--- config.mk ---
export PLATFORM = sky130hd
export DESIGN_NAME = i2c_master_register_access
export DESIGN_NICKNAME = d
export VERILOG_FILES = /design/src/hdl/i2cm_pkg.sv /design/src/hdl/i2cm_core.sv /design/src/hdl/i2cm_out_stage.sv /design/src/hdl/i2c_master_register_access.sv
export SDC_FILE = /design/constraint.sdc
export NUM_CORES = 1
export LEC_CHECK = 0
export BUFFER_PORTS_ARGS = -buffer_cell sky130_fd_sc_hd__buf_4
export CAP_MARGIN = 40
export CORE_MARGIN = 1
export CORE_UTILIZATION = 35
export DETAILED_ROUTE_END_ITERATION = 7
export PLACE_DENSITY = 0.5
export SYNTH_ARGS = -nofsm -noshare
export SYNTH_HDL_FRONTEND = slang
export SYNTH_SLANG_ARGS = --single-unit
--- constraint.sdc ---
create_clock -name clk -period 5.7 [get_ports clk]
set_input_delay 0.57 -clock clk [delete_from_list [all_inputs] [get_ports clk]]
set_output_delay 0.57 -clock clk [all_outputs]
set_load 0.02 [all_outputs]
--- src/hdl/i2cm_pkg.sv ---
// Shared types and constants for the I2C register access master.
package i2cm_pkg;

    localparam int TPS_W       = 16;
    localparam int ADDR_W      = 7;
    localparam int CFG_IDX_W   = 1;
    localparam int CFG_DATA_W  = 16;
    localparam int IN_TDATA_W  = 24;
    localparam int OUT_TDATA_W = 16;

    localparam logic [CFG_IDX_W-1:0] CFG_TICKS_PER_STEP    = 1'd0;
    localparam logic [CFG_IDX_W-1:0] CFG_DEVICE_BASE_ADDR  = 1'd1;

    localparam logic [TPS_W-1:0]  TPS_RESET  = 16'd100;
    localparam logic [ADDR_W-1:0] BASE_RESET = 7'd24;

    localparam logic [3:0] BITS_PER_BYTE = 4'd8;

    typedef enum logic [4:0] {
        PH_IDLE, PH_ST1, PH_ST2, PH_ST3, PH_ST4, PH_ST5,
        PH_BD, PH_BH, PH_BL, PH_BR, PH_AH, PH_AS, PH_AL,
        PH_RH, PH_RS, PH_RL, PH_NR, PH_NH, PH_NL,
        PH_SP1, PH_SP2, PH_SP3
    } phase_t;

    typedef enum logic [1:0] {
        STG_ADDR_WR, STG_CMD, STG_DATA, STG_ADDR_RD
    } stage_t;

    typedef struct packed {
        logic [TPS_W-1:0]  ticks_per_step;
        logic [ADDR_W-1:0] device_base_address;
    } cfg_t;

    // Packed so that scl_level lands in bit 0 of the output word.
    typedef struct packed {
        logic [7:0] read_data;
        logic       no_ack_error;
        logic       done_res;
        logic       busy_res;
        logic       sda_pull_low;
        logic       scl_level;
    } result_t;

endpackage

--- src/hdl/i2cm_core.sv ---
// Transaction sequencer: pin state, step timer and byte shifter for one tick per word.
module i2cm_core (
    input  logic                   clk,
    input  logic                   rst_n,
    input  logic                   step_en,
    input  logic                   start_request,
    input  logic                   is_read,
    input  logic [2:0]             device_select,
    input  logic [7:0]             command_byte,
    input  logic [7:0]             write_data,
    input  logic                   sda_in,
    input  i2cm_pkg::cfg_t         cfg,
    output i2cm_pkg::result_t      result
);

    i2cm_pkg::phase_t              phase_reg, phase_next, eff_phase, tgt_phase;
    i2cm_pkg::stage_t              stage_reg, stage_next, eff_stage;
    logic [i2cm_pkg::TPS_W-1:0]    timer_reg, timer_next, eff_timer, timer_dec, tps_eff;
    logic [3:0]                    bit_reg, bit_next, eff_bit;
    logic [7:0]                    shift_reg, shift_next, eff_shift;
    logic [19:0]                   req_reg, req_next, eff_req;
    logic                          sda_reg, sda_next, eff_sda;
    logic                          scl_reg, scl_next, eff_scl;
    logic                          nack_reg, nack_next, eff_nack;
    logic                          active;
    logic                          enter_step;
    logic [i2cm_pkg::ADDR_W-1:0]   dev_addr;

    assign tps_eff  = (cfg.ticks_per_step == '0) ? {{(i2cm_pkg::TPS_W-1){1'b0}}, 1'b1}
                                                  : cfg.ticks_per_step;
    assign dev_addr = cfg.device_base_address + {4'b0, eff_req[18:16]};

    // Idle handling: take a new request or park the pins.
    always_comb
    begin
        eff_phase = phase_reg;
        eff_stage = stage_reg;
        eff_timer = timer_reg;
        eff_bit   = bit_reg;
        eff_shift = shift_reg;
        eff_req   = req_reg;
        eff_sda   = sda_reg;
        eff_scl   = scl_reg;
        eff_nack  = nack_reg;
        active    = 1'b1;
        if (phase_reg == i2cm_pkg::PH_IDLE)
        begin
            if (!start_request)
            begin
                active  = 1'b0;
                eff_scl = 1'b1;
                eff_sda = 1'b0;
            end
            else
            begin
                eff_req   = {is_read, device_select, command_byte, write_data};
                eff_stage = i2cm_pkg::STG_ADDR_WR;
                eff_nack  = 1'b0;
                eff_shift = 8'd0;
                eff_bit   = 4'd0;
                eff_phase = i2cm_pkg::PH_ST1;
                eff_timer = tps_eff;
                eff_sda   = 1'b0;
            end
        end
    end

    assign timer_dec = (eff_timer != '0) ? eff_timer - 1'b1 : eff_timer;

    // Step transitions and result word.
    always_comb
    begin
        phase_next = eff_phase;
        stage_next = eff_stage;
        timer_next = timer_dec;
        bit_next   = eff_bit;
        shift_next = eff_shift;
        req_next   = eff_req;
        sda_next   = eff_sda;
        scl_next   = eff_scl;
        nack_next  = eff_nack;
        tgt_phase  = eff_phase;
        enter_step = 1'b0;
        result     = '0;
        result.scl_level    = eff_scl;
        result.sda_pull_low = eff_sda;
        result.busy_res     = active;
        if (active && timer_dec == '0)
        begin
            enter_step = 1'b1;
            case (eff_phase)
                i2cm_pkg::PH_ST1: tgt_phase = i2cm_pkg::PH_ST2;
                i2cm_pkg::PH_ST2: tgt_phase = i2cm_pkg::PH_ST3;
                i2cm_pkg::PH_ST3: tgt_phase = i2cm_pkg::PH_ST4;
                i2cm_pkg::PH_ST4: tgt_phase = i2cm_pkg::PH_ST5;
                i2cm_pkg::PH_ST5:
                begin
                    shift_next = {dev_addr, (eff_stage == i2cm_pkg::STG_ADDR_RD)};
                    bit_next   = 4'd0;
                    tgt_phase  = i2cm_pkg::PH_BD;
                end
                i2cm_pkg::PH_BD: tgt_phase = i2cm_pkg::PH_BH;
                i2cm_pkg::PH_BH: tgt_phase = i2cm_pkg::PH_BL;
                i2cm_pkg::PH_BL:
                begin
                    shift_next = {eff_shift[6:0], 1'b0};
                    bit_next   = eff_bit + 4'd1;
                    tgt_phase  = (bit_next >= i2cm_pkg::BITS_PER_BYTE) ? i2cm_pkg::PH_BR
                                                                        : i2cm_pkg::PH_BD;
                end
                i2cm_pkg::PH_BR: tgt_phase = i2cm_pkg::PH_AH;
                i2cm_pkg::PH_AH: tgt_phase = i2cm_pkg::PH_AS;
                i2cm_pkg::PH_AS:
                begin
                    nack_next = eff_nack | sda_in;
                    tgt_phase = i2cm_pkg::PH_AL;
                end
                i2cm_pkg::PH_AL:
                begin
                    bit_next = 4'd0;
                    if (eff_nack)
                        tgt_phase = i2cm_pkg::PH_SP1;
                    else
                    begin
                        case (eff_stage)
                            i2cm_pkg::STG_ADDR_WR:
                            begin
                                stage_next = i2cm_pkg::STG_CMD;
                                shift_next = eff_req[15:8];
                                tgt_phase  = i2cm_pkg::PH_BD;
                            end
                            i2cm_pkg::STG_CMD:
                            begin
                                if (eff_req[19])
                                begin
                                    stage_next = i2cm_pkg::STG_ADDR_RD;
                                    tgt_phase  = i2cm_pkg::PH_ST1;
                                end
                                else
                                begin
                                    stage_next = i2cm_pkg::STG_DATA;
                                    shift_next = eff_req[7:0];
                                    tgt_phase  = i2cm_pkg::PH_BD;
                                end
                            end
                            i2cm_pkg::STG_ADDR_RD:
                            begin
                                shift_next = 8'd0;
                                tgt_phase  = i2cm_pkg::PH_RH;
                            end
                            default: tgt_phase = i2cm_pkg::PH_SP1;
                        endcase
                    end
                end
                i2cm_pkg::PH_RH: tgt_phase = i2cm_pkg::PH_RS;
                i2cm_pkg::PH_RS:
                begin
                    shift_next = {eff_shift[6:0], sda_in};
                    tgt_phase  = i2cm_pkg::PH_RL;
                end
                i2cm_pkg::PH_RL:
                begin
                    bit_next  = eff_bit + 4'd1;
                    tgt_phase = (bit_next >= i2cm_pkg::BITS_PER_BYTE) ? i2cm_pkg::PH_NR
                                                                       : i2cm_pkg::PH_RH;
                end
                i2cm_pkg::PH_NR:  tgt_phase = i2cm_pkg::PH_NH;
                i2cm_pkg::PH_NH:  tgt_phase = i2cm_pkg::PH_NL;
                i2cm_pkg::PH_NL:  tgt_phase = i2cm_pkg::PH_SP1;
                i2cm_pkg::PH_SP1: tgt_phase = i2cm_pkg::PH_SP2;
                i2cm_pkg::PH_SP2: tgt_phase = i2cm_pkg::PH_SP3;
                default:
                begin
                    // end of stop: drop back to idle and report
                    enter_step          = 1'b0;
                    phase_next          = i2cm_pkg::PH_IDLE;
                    timer_next          = '0;
                    result.busy_res     = 1'b0;
                    result.done_res     = 1'b1;
                    result.no_ack_error = eff_nack;
                    result.read_data    = (eff_req[19] && !eff_nack) ? eff_shift : 8'd0;
                end
            endcase
        end
        if (enter_step)
        begin
            phase_next = tgt_phase;
            timer_next = tps_eff;
            case (tgt_phase)
                i2cm_pkg::PH_ST1, i2cm_pkg::PH_ST5, i2cm_pkg::PH_BR, i2cm_pkg::PH_AS,
                i2cm_pkg::PH_RS, i2cm_pkg::PH_NR, i2cm_pkg::PH_SP3:
                    sda_next = 1'b0;
                i2cm_pkg::PH_ST3, i2cm_pkg::PH_SP1:
                    sda_next = 1'b1;
                i2cm_pkg::PH_ST2, i2cm_pkg::PH_BH, i2cm_pkg::PH_AH, i2cm_pkg::PH_RH,
                i2cm_pkg::PH_NH, i2cm_pkg::PH_SP2:
                    scl_next = 1'b1;
                i2cm_pkg::PH_ST4, i2cm_pkg::PH_BL, i2cm_pkg::PH_AL, i2cm_pkg::PH_RL,
                i2cm_pkg::PH_NL:
                    scl_next = 1'b0;
                i2cm_pkg::PH_BD:
                    sda_next = ~shift_next[7];
                default:
                    sda_next = sda_next;
            endcase
        end
    end

    always_ff @(posedge clk or negedge rst_n)
    begin
        if (!rst_n)
        begin
            phase_reg <= i2cm_pkg::PH_IDLE;
            stage_reg <= i2cm_pkg::STG_ADDR_WR;
            timer_reg <= '0;
            bit_reg   <= 4'd0;
            shift_reg <= 8'd0;
            req_reg   <= 20'd0;
            sda_reg   <= 1'b0;
            scl_reg   <= 1'b1;
            nack_reg  <= 1'b0;
        end
        else if (step_en)
        begin
            phase_reg <= phase_next;
            stage_reg <= stage_next;
            timer_reg <= timer_next;
            bit_reg   <= bit_next;
            shift_reg <= shift_next;
            req_reg   <= req_next;
            sda_reg   <= sda_next;
            scl_reg   <= scl_next;
            nack_reg  <= nack_next;
        end
    end

    a_done_not_busy: assert property (@(posedge clk) disable iff (!rst_n)
        (step_en && result.done_res) |-> !result.busy_res)
        else $error("done word reports busy");

    a_data_only_with_done: assert property (@(posedge clk) disable iff (!rst_n)
        (step_en && result.read_data != 8'd0) |-> result.done_res)
        else $error("read data outside done word");

    a_idle_timer_clear: assert property (@(posedge clk) disable iff (!rst_n)
        (phase_reg == i2cm_pkg::PH_IDLE) |-> (timer_reg == '0))
        else $error("step timer running while idle");

    a_idle_lines_released: assert property (@(posedge clk) disable iff (!rst_n)
        (phase_reg == i2cm_pkg::PH_IDLE) |-> (scl_reg && !sda_reg))
        else $error("bus lines not at idle level while idle");

    a_bit_index_range: assert property (@(posedge clk) disable iff (!rst_n)
        bit_reg <= i2cm_pkg::BITS_PER_BYTE)
        else $error("bit index past one byte");

endmodule

--- src/hdl/i2cm_out_stage.sv ---
// Output register holding one result word until the receiver takes it.
module i2cm_out_stage (
    input  logic                clk,
    input  logic                rst_n,
    input  logic                load,
    input  i2cm_pkg::result_t   din,
    output logic                valid,
    input  logic                ready,
    output i2cm_pkg::result_t   dout
);

    logic               valid_reg, valid_next;
    i2cm_pkg::result_t  data_reg;

    always_comb
    begin
        valid_next = valid_reg;
        if (load)
            valid_next = 1'b1;
        else if (ready)
            valid_next = 1'b0;
    end

    always_ff @(posedge clk or negedge rst_n)
    begin
        if (!rst_n)
            valid_reg <= 1'b0;
        else
            valid_reg <= valid_next;
    end

    always_ff @(posedge clk)
    begin
        if (load)
            data_reg <= din;
    end

    assign valid = valid_reg;
    assign dout  = data_reg;

endmodule

--- src/hdl/i2c_master_register_access.sv ---
// Top level of the tick-driven I2C register access master.
//
// Each input word is one tick: a request (start, read/write, device select,
// command byte, write byte) plus the sampled SDA level. Each accepted word
// yields exactly one output word with the SCL level and SDA pull-down to drive
// for that tick, busy, a done pulse, the no-acknowledge flag and the read byte.
// A transaction is latched from the first word with start_request set while
// idle; later requests are ignored until done has been reported.
// A word's result is registered and appears on the output in the cycle after
// the word is accepted. Throughput: one word per cycle when not stalled, set by
// the single step of sequencer logic between state and output registers.
// The input is ready whenever the output register is empty or is being taken,
// so a stalled receiver holds the result and stalls the input after one word.
// The config port writes ticks_per_step (index 0) and the seven-bit device
// base address (index 1) whenever cfg_wr_en is high.
// Reset puts the sequencer idle with SCL high, SDA released, an empty output
// register, ticks_per_step at 100 and the base address at 24.
module i2c_master_register_access (
    input  logic                                clk,
    input  logic                                rst_n,
    input  logic                                s_axis_tvalid,
    output logic                                s_axis_tready,
    // start_request, is_read, device_select[2:0], command_byte[7:0],
    // write_data[7:0], sda_in, zero pad
    input  logic [i2cm_pkg::IN_TDATA_W-1:0]     s_axis_tdata,
    output logic                                m_axis_tvalid,
    input  logic                                m_axis_tready,
    // scl_level, sda_pull_low, busy_res, done_res, no_ack_error,
    // read_data[7:0], zero pad
    output logic [i2cm_pkg::OUT_TDATA_W-1:0]    m_axis_tdata,
    input  logic                                cfg_wr_en,
    input  logic [i2cm_pkg::CFG_IDX_W-1:0]      cfg_index,
    input  logic [i2cm_pkg::CFG_DATA_W-1:0]     cfg_wdata
);

    i2cm_pkg::cfg_t     cfg_reg;
    i2cm_pkg::result_t  core_result;
    i2cm_pkg::result_t  out_word;
    logic               accept;

    assign s_axis_tready = !m_axis_tvalid || m_axis_tready;
    assign accept        = s_axis_tvalid && s_axis_tready;

    always_ff @(posedge clk or negedge rst_n)
    begin
        if (!rst_n)
        begin
            cfg_reg.ticks_per_step      <= i2cm_pkg::TPS_RESET;
            cfg_reg.device_base_address <= i2cm_pkg::BASE_RESET;
        end
        else if (cfg_wr_en)
        begin
            case (cfg_index)
                i2cm_pkg::CFG_TICKS_PER_STEP:
                    cfg_reg.ticks_per_step <= cfg_wdata;
                i2cm_pkg::CFG_DEVICE_BASE_ADDR:
                    cfg_reg.device_base_address <= cfg_wdata[i2cm_pkg::ADDR_W-1:0];
                default:
                    cfg_reg <= cfg_reg;
            endcase
        end
    end

    i2cm_core u_core (
        .clk           (clk),
        .rst_n         (rst_n),
        .step_en       (accept),
        .start_request (s_axis_tdata[0]),
        .is_read       (s_axis_tdata[1]),
        .device_select (s_axis_tdata[4:2]),
        .command_byte  (s_axis_tdata[12:5]),
        .write_data    (s_axis_tdata[20:13]),
        .sda_in        (s_axis_tdata[21]),
        .cfg           (cfg_reg),
        .result        (core_result)
    );

    i2cm_out_stage u_out (
        .clk   (clk),
        .rst_n (rst_n),
        .load  (accept),
        .din   (core_result),
        .valid (m_axis_tvalid),
        .ready (m_axis_tready),
        .dout  (out_word)
    );

    assign m_axis_tdata = {{(i2cm_pkg::OUT_TDATA_W - $bits(i2cm_pkg::result_t)){1'b0}},
                           out_word};

endmodule

---- Word level (Yosys, flattened, before mapping) ----
Index checks and enable logic that the tools add are counted.
word-level totals
  register bits ........................... 95
  input port bits ......................... 46
  output and inout bits ................... 18
operators by class
  $add $sub $neg .......................... 3
  $lt $le $gt $ge ......................... 1
  equal/unequal tests ..................... 43
  multiplexer cells ....................... 58
  bitwise logic cells ..................... 5
  reduce and logical (&&, ||, !) cells .... 23
operators with widths
  kind                                                                   count
  16-bit two-way mux                                                     7
  5-bit one-hot mux with 20 select lines                                 1
  5-bit by 4-bit equality test with 1-bit output, second input constant  16
  5-bit equality test, second input constant                             11
  5-bit by 3-bit equality test with 1-bit output, second input constant  8
  20-bit two-way mux                                                     2
  5-bit two-way mux                                                      8
  8-bit two-way mux                                                      5
  16-bit logical NOT                                                     2
  8-bit one-hot mux with 4 select lines                                  1
  8-bit one-hot mux with 3 select lines                                  1
  22-bit OR reduction                                                    1
  21-bit OR reduction                                                    1
  5-bit by 2-bit equality test with 1-bit output, second input constant  4
  20-bit OR reduction                                                    1
  1-bit two-way mux                                                      17
  4-bit two-way mux                                                      4
  16-bit nonzero test                                                    1
  16-bit by 1-bit subtractor with 16-bit output, second input constant   1
  5-bit one-hot mux with 3 select lines                                  1
  2-bit two-way mux                                                      6
  5-bit by 1-bit equality test with 1-bit output, second input constant  2
  4-bit one-hot mux with 2 select lines                                  1
  7-bit by 3-bit adder with 7-bit output                                 1
  other kinds (21)                                                       30

---- Longest topological paths before layout ----
  depth in word-level cells ............... 13
  mapped depth ............................ 23

---- Modules after synthesis ----
Synthesis repeated with hierarchy kept, for this count alone.
second synthesis, totals
  cells, all modules ...................... 696
  area, all modules ....................... 6,271.0 um^2
by module, submodules not included
  module                      times used  cells an instance  area an instance (um^2)  sequential area each (um^2)
  i2cm_core                   1           624                4,890.9                  1,452.6
  i2c_master_register_access  1           56                 953.4                    581.8
  i2cm_out_stage              1           16                 426.7                    415.4

---- Least setup slack after synthesis ----
No wires, ideal clock.
  path kind ............................... input to register
  start ................................... input port s_axis_tdata[0] (netlist name)
  end ..................................... register u_core.sda_reg
  library setup time ...................... 0.131 ns
  arrival ................................. 5.644 ns
  setup slack ............................. -0.075 ns
  stages on the path ...................... 20
  cells stage by stage .................... nor4b_1 > nand2_1 > clkbuf_1 > clkbuf_1 > clkbuf_1 > clkbuf_1 > buf_1 > mux2i_1 > ha_1 > or4b_2 > nor4_1 > o21a_1 > a31oi_1 > xnor2_1 > nor4_1 > nand4_2 > nor4b_1 > mux2i_1 > nor2_1 > or3_1
between the ends
  cells in the longest elaborated chain, start to end .. 11
  elaborated cells between the ends (all ways) .. 77
ends and longest elaborated chain
  item                                                                                line                                text
  from (decl)                                                                         i2c_master_register_access.sv:25    input logic [i2cm_pkg::IN_TDATA_W-1:0] s_axis_tdata,
  4-bit two-way mux (tied with other cells)                                           i2cm_core.sv:48                     if (!start_request)
  4-bit two-way mux (tied with other cells)                                           i2cm_core.sv:46                     if (phase_reg == i2cm_pkg::PH_IDLE)
  4-bit by 1-bit adder with 4-bit output (tied with other cells)                      i2cm_core.sv:107, i2cm_core.sv:163
  4-bit >= comparator (tied with other cells)                                         i2cm_core.sv:108, i2cm_core.sv:164
  5-bit two-way mux (tied with other cells)                                           i2cm_core.sv:164                    tgt_phase = (bit_next >= i2cm_pkg::BITS_PER_BYTE) ? i2cm_pkg::PH_NR
  5-bit one-hot mux with 20 select lines / 1-bit logical AND (equally long branches)  i2cm_core.sv:91, i2cm_core.sv:88
  5-bit two-way mux                                                                   i2cm_core.sv:88                     if (active && timer_dec == '0)
  5-bit by 1-bit equality test with 1-bit output (tied with other cells)              i2cm_core.sv:189                    case (tgt_phase)
  7-bit OR reduction / 2-bit OR reduction (equally long branches)                     i2cm_core.sv:189
  1-bit one-hot mux with 3 select lines                                               i2cm_core.sv:189
  1-bit two-way mux (*)                                                               i2cm_core.sv:185                    if (enter_step)
  to (signal assigned)                                                                i2cm_core.sv:231                    sda_reg <= sda_next;
  to (decl)                                                                           i2cm_core.sv:22                     logic sda_reg, sda_next, eff_sda;
Mark *: on every way between the ends. The rest lies on a longest branch, timed or not.
A chain may end at the register's enable or synchronous reset.

---- Final worst setup path ----
  start ................................... register cfg_reg[13] (netlist name)
  end ..................................... register u_core.sda_reg
between the ends
  cells in the longest elaborated chain, start to end .. 13
  elaborated cells between the ends (all ways) .. 27
ends and longest elaborated chain
  item                                                                                         line                              text
  from (decl)                                                                                  i2c_master_register_access.sv:36  i2cm_pkg::cfg_t cfg_reg;
  from (signal assigned)                                                                       i2c_master_register_access.sv:59  cfg_reg <= cfg_reg;
  16-bit logical NOT                                                                           i2cm_core.sv:29                   assign tps_eff = (cfg.ticks_per_step == '0) ? {{(i2cm_pkg::TPS_W-1){1'b0}}, 1'b1}
  16-bit two-way mux (*)                                                                       i2cm_core.sv:29
  16-bit two-way mux (*)                                                                       i2cm_core.sv:48
  16-bit two-way mux (*)                                                                       i2cm_core.sv:46
  16-bit by 1-bit subtractor with 16-bit output / 16-bit nonzero test (equally long branches)  i2cm_core.sv:68                   assign timer_dec = (eff_timer != '0) ? eff_timer - 1'b1 : eff_timer;
  16-bit two-way mux (*)                                                                       i2cm_core.sv:68
  16-bit logical NOT (*)                                                                       i2cm_core.sv:88
  1-bit logical AND (*)                                                                        i2cm_core.sv:88
  5-bit two-way mux                                                                            i2cm_core.sv:88
  5-bit by 1-bit equality test with 1-bit output (tied with other cells)                       i2cm_core.sv:189
  7-bit OR reduction / 2-bit OR reduction (equally long branches)                              i2cm_core.sv:189
  1-bit one-hot mux with 3 select lines                                                        i2cm_core.sv:189
  1-bit two-way mux (*)                                                                        i2cm_core.sv:185
Marked as above.

==> report_table.html <==
<table>
<tr><th>Metric</th><th>Value</th></tr>
<tr><th colspan="2">Timing</th></tr>
<tr><td>Clock Skew</td><td>0.0117 ns</td></tr>
<tr><td>RSZ-0062 raised after global routing</td><td>false</td></tr>
<tr><td>Number of endpoints failing setup at the final stage</td><td>0</td></tr>
<tr><td>Worst hold-check slack</td><td>0.116 ns</td></tr>
<tr><td>Clock period minus worst slack</td><td>5.32 ns</td></tr>
<tr><td>Slew headroom</td><td>46.6%</td></tr>
<tr><td>Fin. Hold Viols</td><td>0</td></tr>
<tr><td>Maximum frequency from static timing analysis</td><td>188 MHz</td></tr>
<tr><td>Worst setup slack after layout</td><td>0.377 ns</td></tr>
<tr><td>Total Negative Setup Slacks</td><td>0 ns</td></tr>
<tr><td>Fin. max-slew vios</td><td>0</td></tr>
<tr><td>Tcrit/Tclk final</td><td>93.4%</td></tr>
<tr><td>Tightest Pin Transition</td><td>0.801 ns</td></tr>
<tr><th colspan="2">Setup path</th></tr>
<tr><td>Crit-path max cell delay</td><td>0.61 ns</td></tr>
<tr><td>Crit path kind</td><td>reg2reg</td></tr>
<tr><td>Cell occurring most often along the worst timing path</td><td>nor4_1</td></tr>
<tr><td>Required @ worst endpoint</td><td>5.92 ns</td></tr>
<tr><td>Highest fanout seen on the critical path</td><td>8</td></tr>
<tr><td>Worst path cell trace</td><td>or4_1 &gt; and4bb_2 &gt; a211oi_1 &gt; or2_2 &gt; ha_1 &gt; or4b_2 &gt; nor4_1 &gt; o21a_1 &gt; a31oi_1 &gt; xnor2_1 &gt; nor4_1 &gt; nand4_2 &gt; nor4b_1 &gt; mux2i_1 &gt; nor2_1 &gt; or3_1</td></tr>
<tr><td>Worst Setup End Kind</td><td>flop</td></tr>
<tr><td>Crit path from</td><td>cfg_reg[13]</td></tr>
<tr><td>Sort of element at the start of the critical path</td><td>flop</td></tr>
<tr><td>Slowest stage cell, crit path</td><td>or4b_2</td></tr>
<tr><td>Crit path DAT</td><td>5.55 ns</td></tr>
<tr><td>Launch instance of the worst register-to-register path</td><td>cfg_reg[13]</td></tr>
<tr><th colspan="2">Yosys</th></tr>
<tr><td>Top post-synthesis cells by count</td><td>dfrtp_1 (76), nand2_1 (74), nor2_1 (55)</td></tr>
<tr><td>Most frequently used cell type in the post-synthesis netlist</td><td>dfrtp_1</td></tr>
<tr><td>Share of the synthesized area in the top cell type</td><td>30.3%</td></tr>
<tr><td>Proportion of synthesized flip-flops having asynchronous set or reset</td><td>86.3%</td></tr>
<tr><td>Post-synth EDFFs</td><td>13</td></tr>
<tr><td>Flip-flop and latch count after synthesis</td><td>95</td></tr>
<tr><td>Synth Area per Inst</td><td>9.07 um2</td></tr>
<tr><td>Sequential cell area fraction in the yosys report</td><td>39.0%</td></tr>
<tr><td>Most instantiated flip-flop cell in the synthesis netlist</td><td>dfrtp_1</td></tr>
<tr><td>Number of instances in the synthesized netlist</td><td>692</td></tr>
<tr><td>Synth top area cells</td><td>dfrtp_1 (30%), mux2_2 (7.9%), edfxtp_1 (6.2%)</td></tr>
<tr><td>Distinct cell type count after synthesis</td><td>79</td></tr>
<tr><td>Number of synthesis warnings</td><td>0</td></tr>
<tr><td>Cell accounting for the most synthesized area</td><td>dfrtp_1</td></tr>
<tr><td>Cell Area, Synth</td><td>6280 um2</td></tr>
<tr><th colspan="2">GRT</th></tr>
<tr><td>Grt ovf</td><td>0</td></tr>
<tr><td>Vias in the first global route</td><td>5425</td></tr>
<tr><td>Initial antenna violation count</td><td>0</td></tr>
<tr><td>Overall Global Routing Usage</td><td>21.0%</td></tr>
<tr><td>Global-route wire length before repair</td><td>29800 um</td></tr>
<tr><td>Largest net degree at the start of global routing</td><td>63</td></tr>
<tr><th colspan="2">Clock tree</th></tr>
<tr><td>CTS Hold Buffers Added</td><td>0</td></tr>
<tr><td>Number of clock buffers inserted by TritonCTS</td><td>9</td></tr>
<tr><td>Sinks on the clock net</td><td>95</td></tr>
<tr><td>Clock latency on the worst-skew pair</td><td>0.35 ns</td></tr>
<tr><td>Total of cells resized after clock tree synthesis</td><td>0</td></tr>
<tr><td>Clock root buffer</td><td>clkbuf_16</td></tr>
<tr><td>Deepest level of the CTS H-tree</td><td>3</td></tr>
<tr><td>Clock-pin slew of the registers on the worst-case setup and hold paths</td><td>0.08 ns</td></tr>
<tr><td>Clock tree from TritonCTS</td><td>done</td></tr>
<tr><td>Maximum clock path buffer count</td><td>2</td></tr>
<tr><td>Number of setup buffers added after CTS</td><td>0</td></tr>
<tr><th colspan="2">Route</th></tr>
<tr><td>Violation count after the first detailed-routing iteration</td><td>532</td></tr>
<tr><td>Number of DRC violations after detailed routing</td><td>0</td></tr>
<tr><td>Average routed wire per standard cell</td><td>19.2 um</td></tr>
<tr><td>Via-per-instance ratio</td><td>5.82</td></tr>
<tr><td>Number of iterations in the first detailed-routing pass</td><td>5</td></tr>
<tr><td>Number of vias in the routed layout</td><td>5620</td></tr>
<tr><td>WL final</td><td>18600 um</td></tr>
<tr><td>Antenna viol nets, final</td><td>0</td></tr>
<tr><th colspan="2">Power</th></tr>
<tr><td>Cell area power density</td><td>307 nW/um2</td></tr>
<tr><td>Largest vdd supply drop</td><td>0.138 mV</td></tr>
<tr><td>Leakage dissipation</td><td>0.00304 uW</td></tr>
<tr><th colspan="2">Floorplan</th></tr>
<tr><td>Number of ports placed on the die boundary</td><td>64</td></tr>
<tr><td>Starting utilization of the core area</td><td>36.0%</td></tr>
<tr><td>Core area</td><td>17400 um2</td></tr>
<tr><td>Die extent in y</td><td>136 um</td></tr>
<tr><td>Width of the die</td><td>136 um</td></tr>
<tr><td>Std cell rows</td><td>48</td></tr>
<tr><td>Die area</td><td>18500 um2</td></tr>
<tr><th colspan="2">Cells and area</th></tr>
<tr><td>Area Overhead vs Synth</td><td>15.4%</td></tr>
<tr><td>N_diodes</td><td>0</td></tr>
<tr><td>Final net count</td><td>789</td></tr>
<tr><td>Flip-flop count of the largest register, all copies and words added</td><td>23</td></tr>
<tr><td>Fill count</td><td>1768</td></tr>
<tr><td>Fraction of final layout cells with drive strength greater than 1</td><td>23.6%</td></tr>
<tr><th colspan="2">Place</th></tr>
<tr><td>Count of buffers from port buffering</td><td>58</td></tr>
<tr><td>Worst setup slack before clock tree synthesis</td><td>0.323 ns</td></tr>
<tr><td>Half-perimeter wire length of the detailed placement result</td><td>13400 um</td></tr>
<tr><td>Final weighted congestion of routability-driven global placement</td><td>0.873</td></tr>
<tr><th colspan="2">Min path</th></tr>
<tr><td>Path type of the worst min-delay path</td><td>in2async</td></tr>
<tr><th colspan="2">Flow run</th></tr>
<tr><td>Count of max-cap constraint violations</td><td>0</td></tr>
<tr><th colspan="2">Status</th></tr>
<tr><td>Status</td><td>finished, final reports clean</td></tr>
</table>
[worst max-delay path, delay by kind of cell, from the launching register on]
kind	cells	cell delay, ns
DFF	1	0.60
and+or+nand+nor	10	3.20
muxes	1	0.36
AOI/OAI and AO/OA	3	0.52
adders and majority gates	1	0.33
xor gates and xnor gates	1	0.18
[where the power goes]
group	internal (uW)	leakage, uW	switching, uW	total [uW]
Clock	299	0.000119	281	580
Sequential	778	0.00115	138	916
Combinational	305	0.00177	424	729
Total	1380	0.00304	844	2230
[routing by layer]
metal | vias up | global-route usage [%] | routed length [um]
li1 | 2674 | - | -
met1 | 2722 | 30.5 | 8860
met2 | 203 | 31.7 | 8250
met3 | 21 | 2.91 | 1230
met4 | 0 | 6.98 | 251
met5 | - | 0 | 0
[final timing paths]
path                                  endpoint  slack [ns]  cells after the start
max reg2reg                     u_core.sda_reg        0.38                     16
min in group clk                   cfg_reg[20]        0.42                      3
min reg2reg                u_core.timer_reg[0]        0.49                      2
max in group asynchronous  u_core.shift_reg[6]        4.46                      2
max                             u_core.sda_reg        0.38                     16
min                        u_core.phase_reg[1]        0.12                      1
[layout make-up]
type                    instances  area, um2  area share (%)
inverters                      14       52.6           0.725
well taps                     225        282            3.89
repair buffers                 85        648            8.94
clock buffers                  12        236            3.26
multi-input cells             531       3550            48.9
flip-flops and latches         95       2450            33.8
clock inverters                 4       31.3           0.432
[stage by stage]
step | total power, uW | instance area [um2] | utilization [%] | cells
after floorplan | 1420 | 6290 | - | 694
after global placement | 1640 | 6950 | 39.9 | 948
after detailed placement | 1650 | 6980 | 40.1 | 950
after CTS | 2240 | 7250 | 41.6 | 966
after global routing | 2360 | 7250 | 41.6 | 966
final | 2230 | 7250 | 41.6 | 966
[logic make-up (layout without fill, tap and decap cells)]
| logic type | Yosys count | in the layout | synth area share (%) |
|---|---|---|---|
| AO/OA/AOI/OAI | 194 | 194 | 20.6 |
| XOR/XNOR | 18 | 18 | 2.51 |
| adder cells (fa/ha/maj) | 7 | 7 | 1.51 |
| buffers and inverters | 68 | 115 | 4.66 |
| flip-flops | 95 | 95 | 39.0 |
| multiplexers | 59 | 59 | 10.3 |
| other | 1 | 3 | 0.0597 |
| AND/OR/NAND/NOR | 250 | 250 | 21.3 |
[placed cells by master, fill, tap and decap left out, types with 5 or more instances in the layout]
| cell type | instances |
|---|---|
| dfstp_2 | 6 |
| a21oi_1 | 46 |
| o21ai_0 | 34 |
| mux2_2 | 44 |
| dfrtp_1 | 76 |
| a21o_1 | 7 |
| nor2_1 | 55 |
| nor4_1 | 15 |
| nor3_1 | 17 |
| a211oi_1 | 7 |
| a221oi_1 | 6 |
| nand3_1 | 11 |
| o21ai_1 | 13 |
| xnor2_1 | 8 |
| ha_1 | 6 |
| edfxtp_1 | 13 |
| mux2i_1 | 15 |
| a31oi_1 | 13 |
| or4_1 | 7 |
| xor2_1 | 10 |
| or3_1 | 8 |
| nand2_1 | 73 |
| or2_2 | 9 |
| a22o_1 | 9 |
| clkbuf_16 | 9 |
| and3_1 | 11 |
| inv_1 | 14 |
| buf_4 | 83 |
| o22ai_1 | 7 |
| and2_1 | 8 |
| nand4_1 | 5 |
Note: power is estimated with default switching activity, not from simulation.
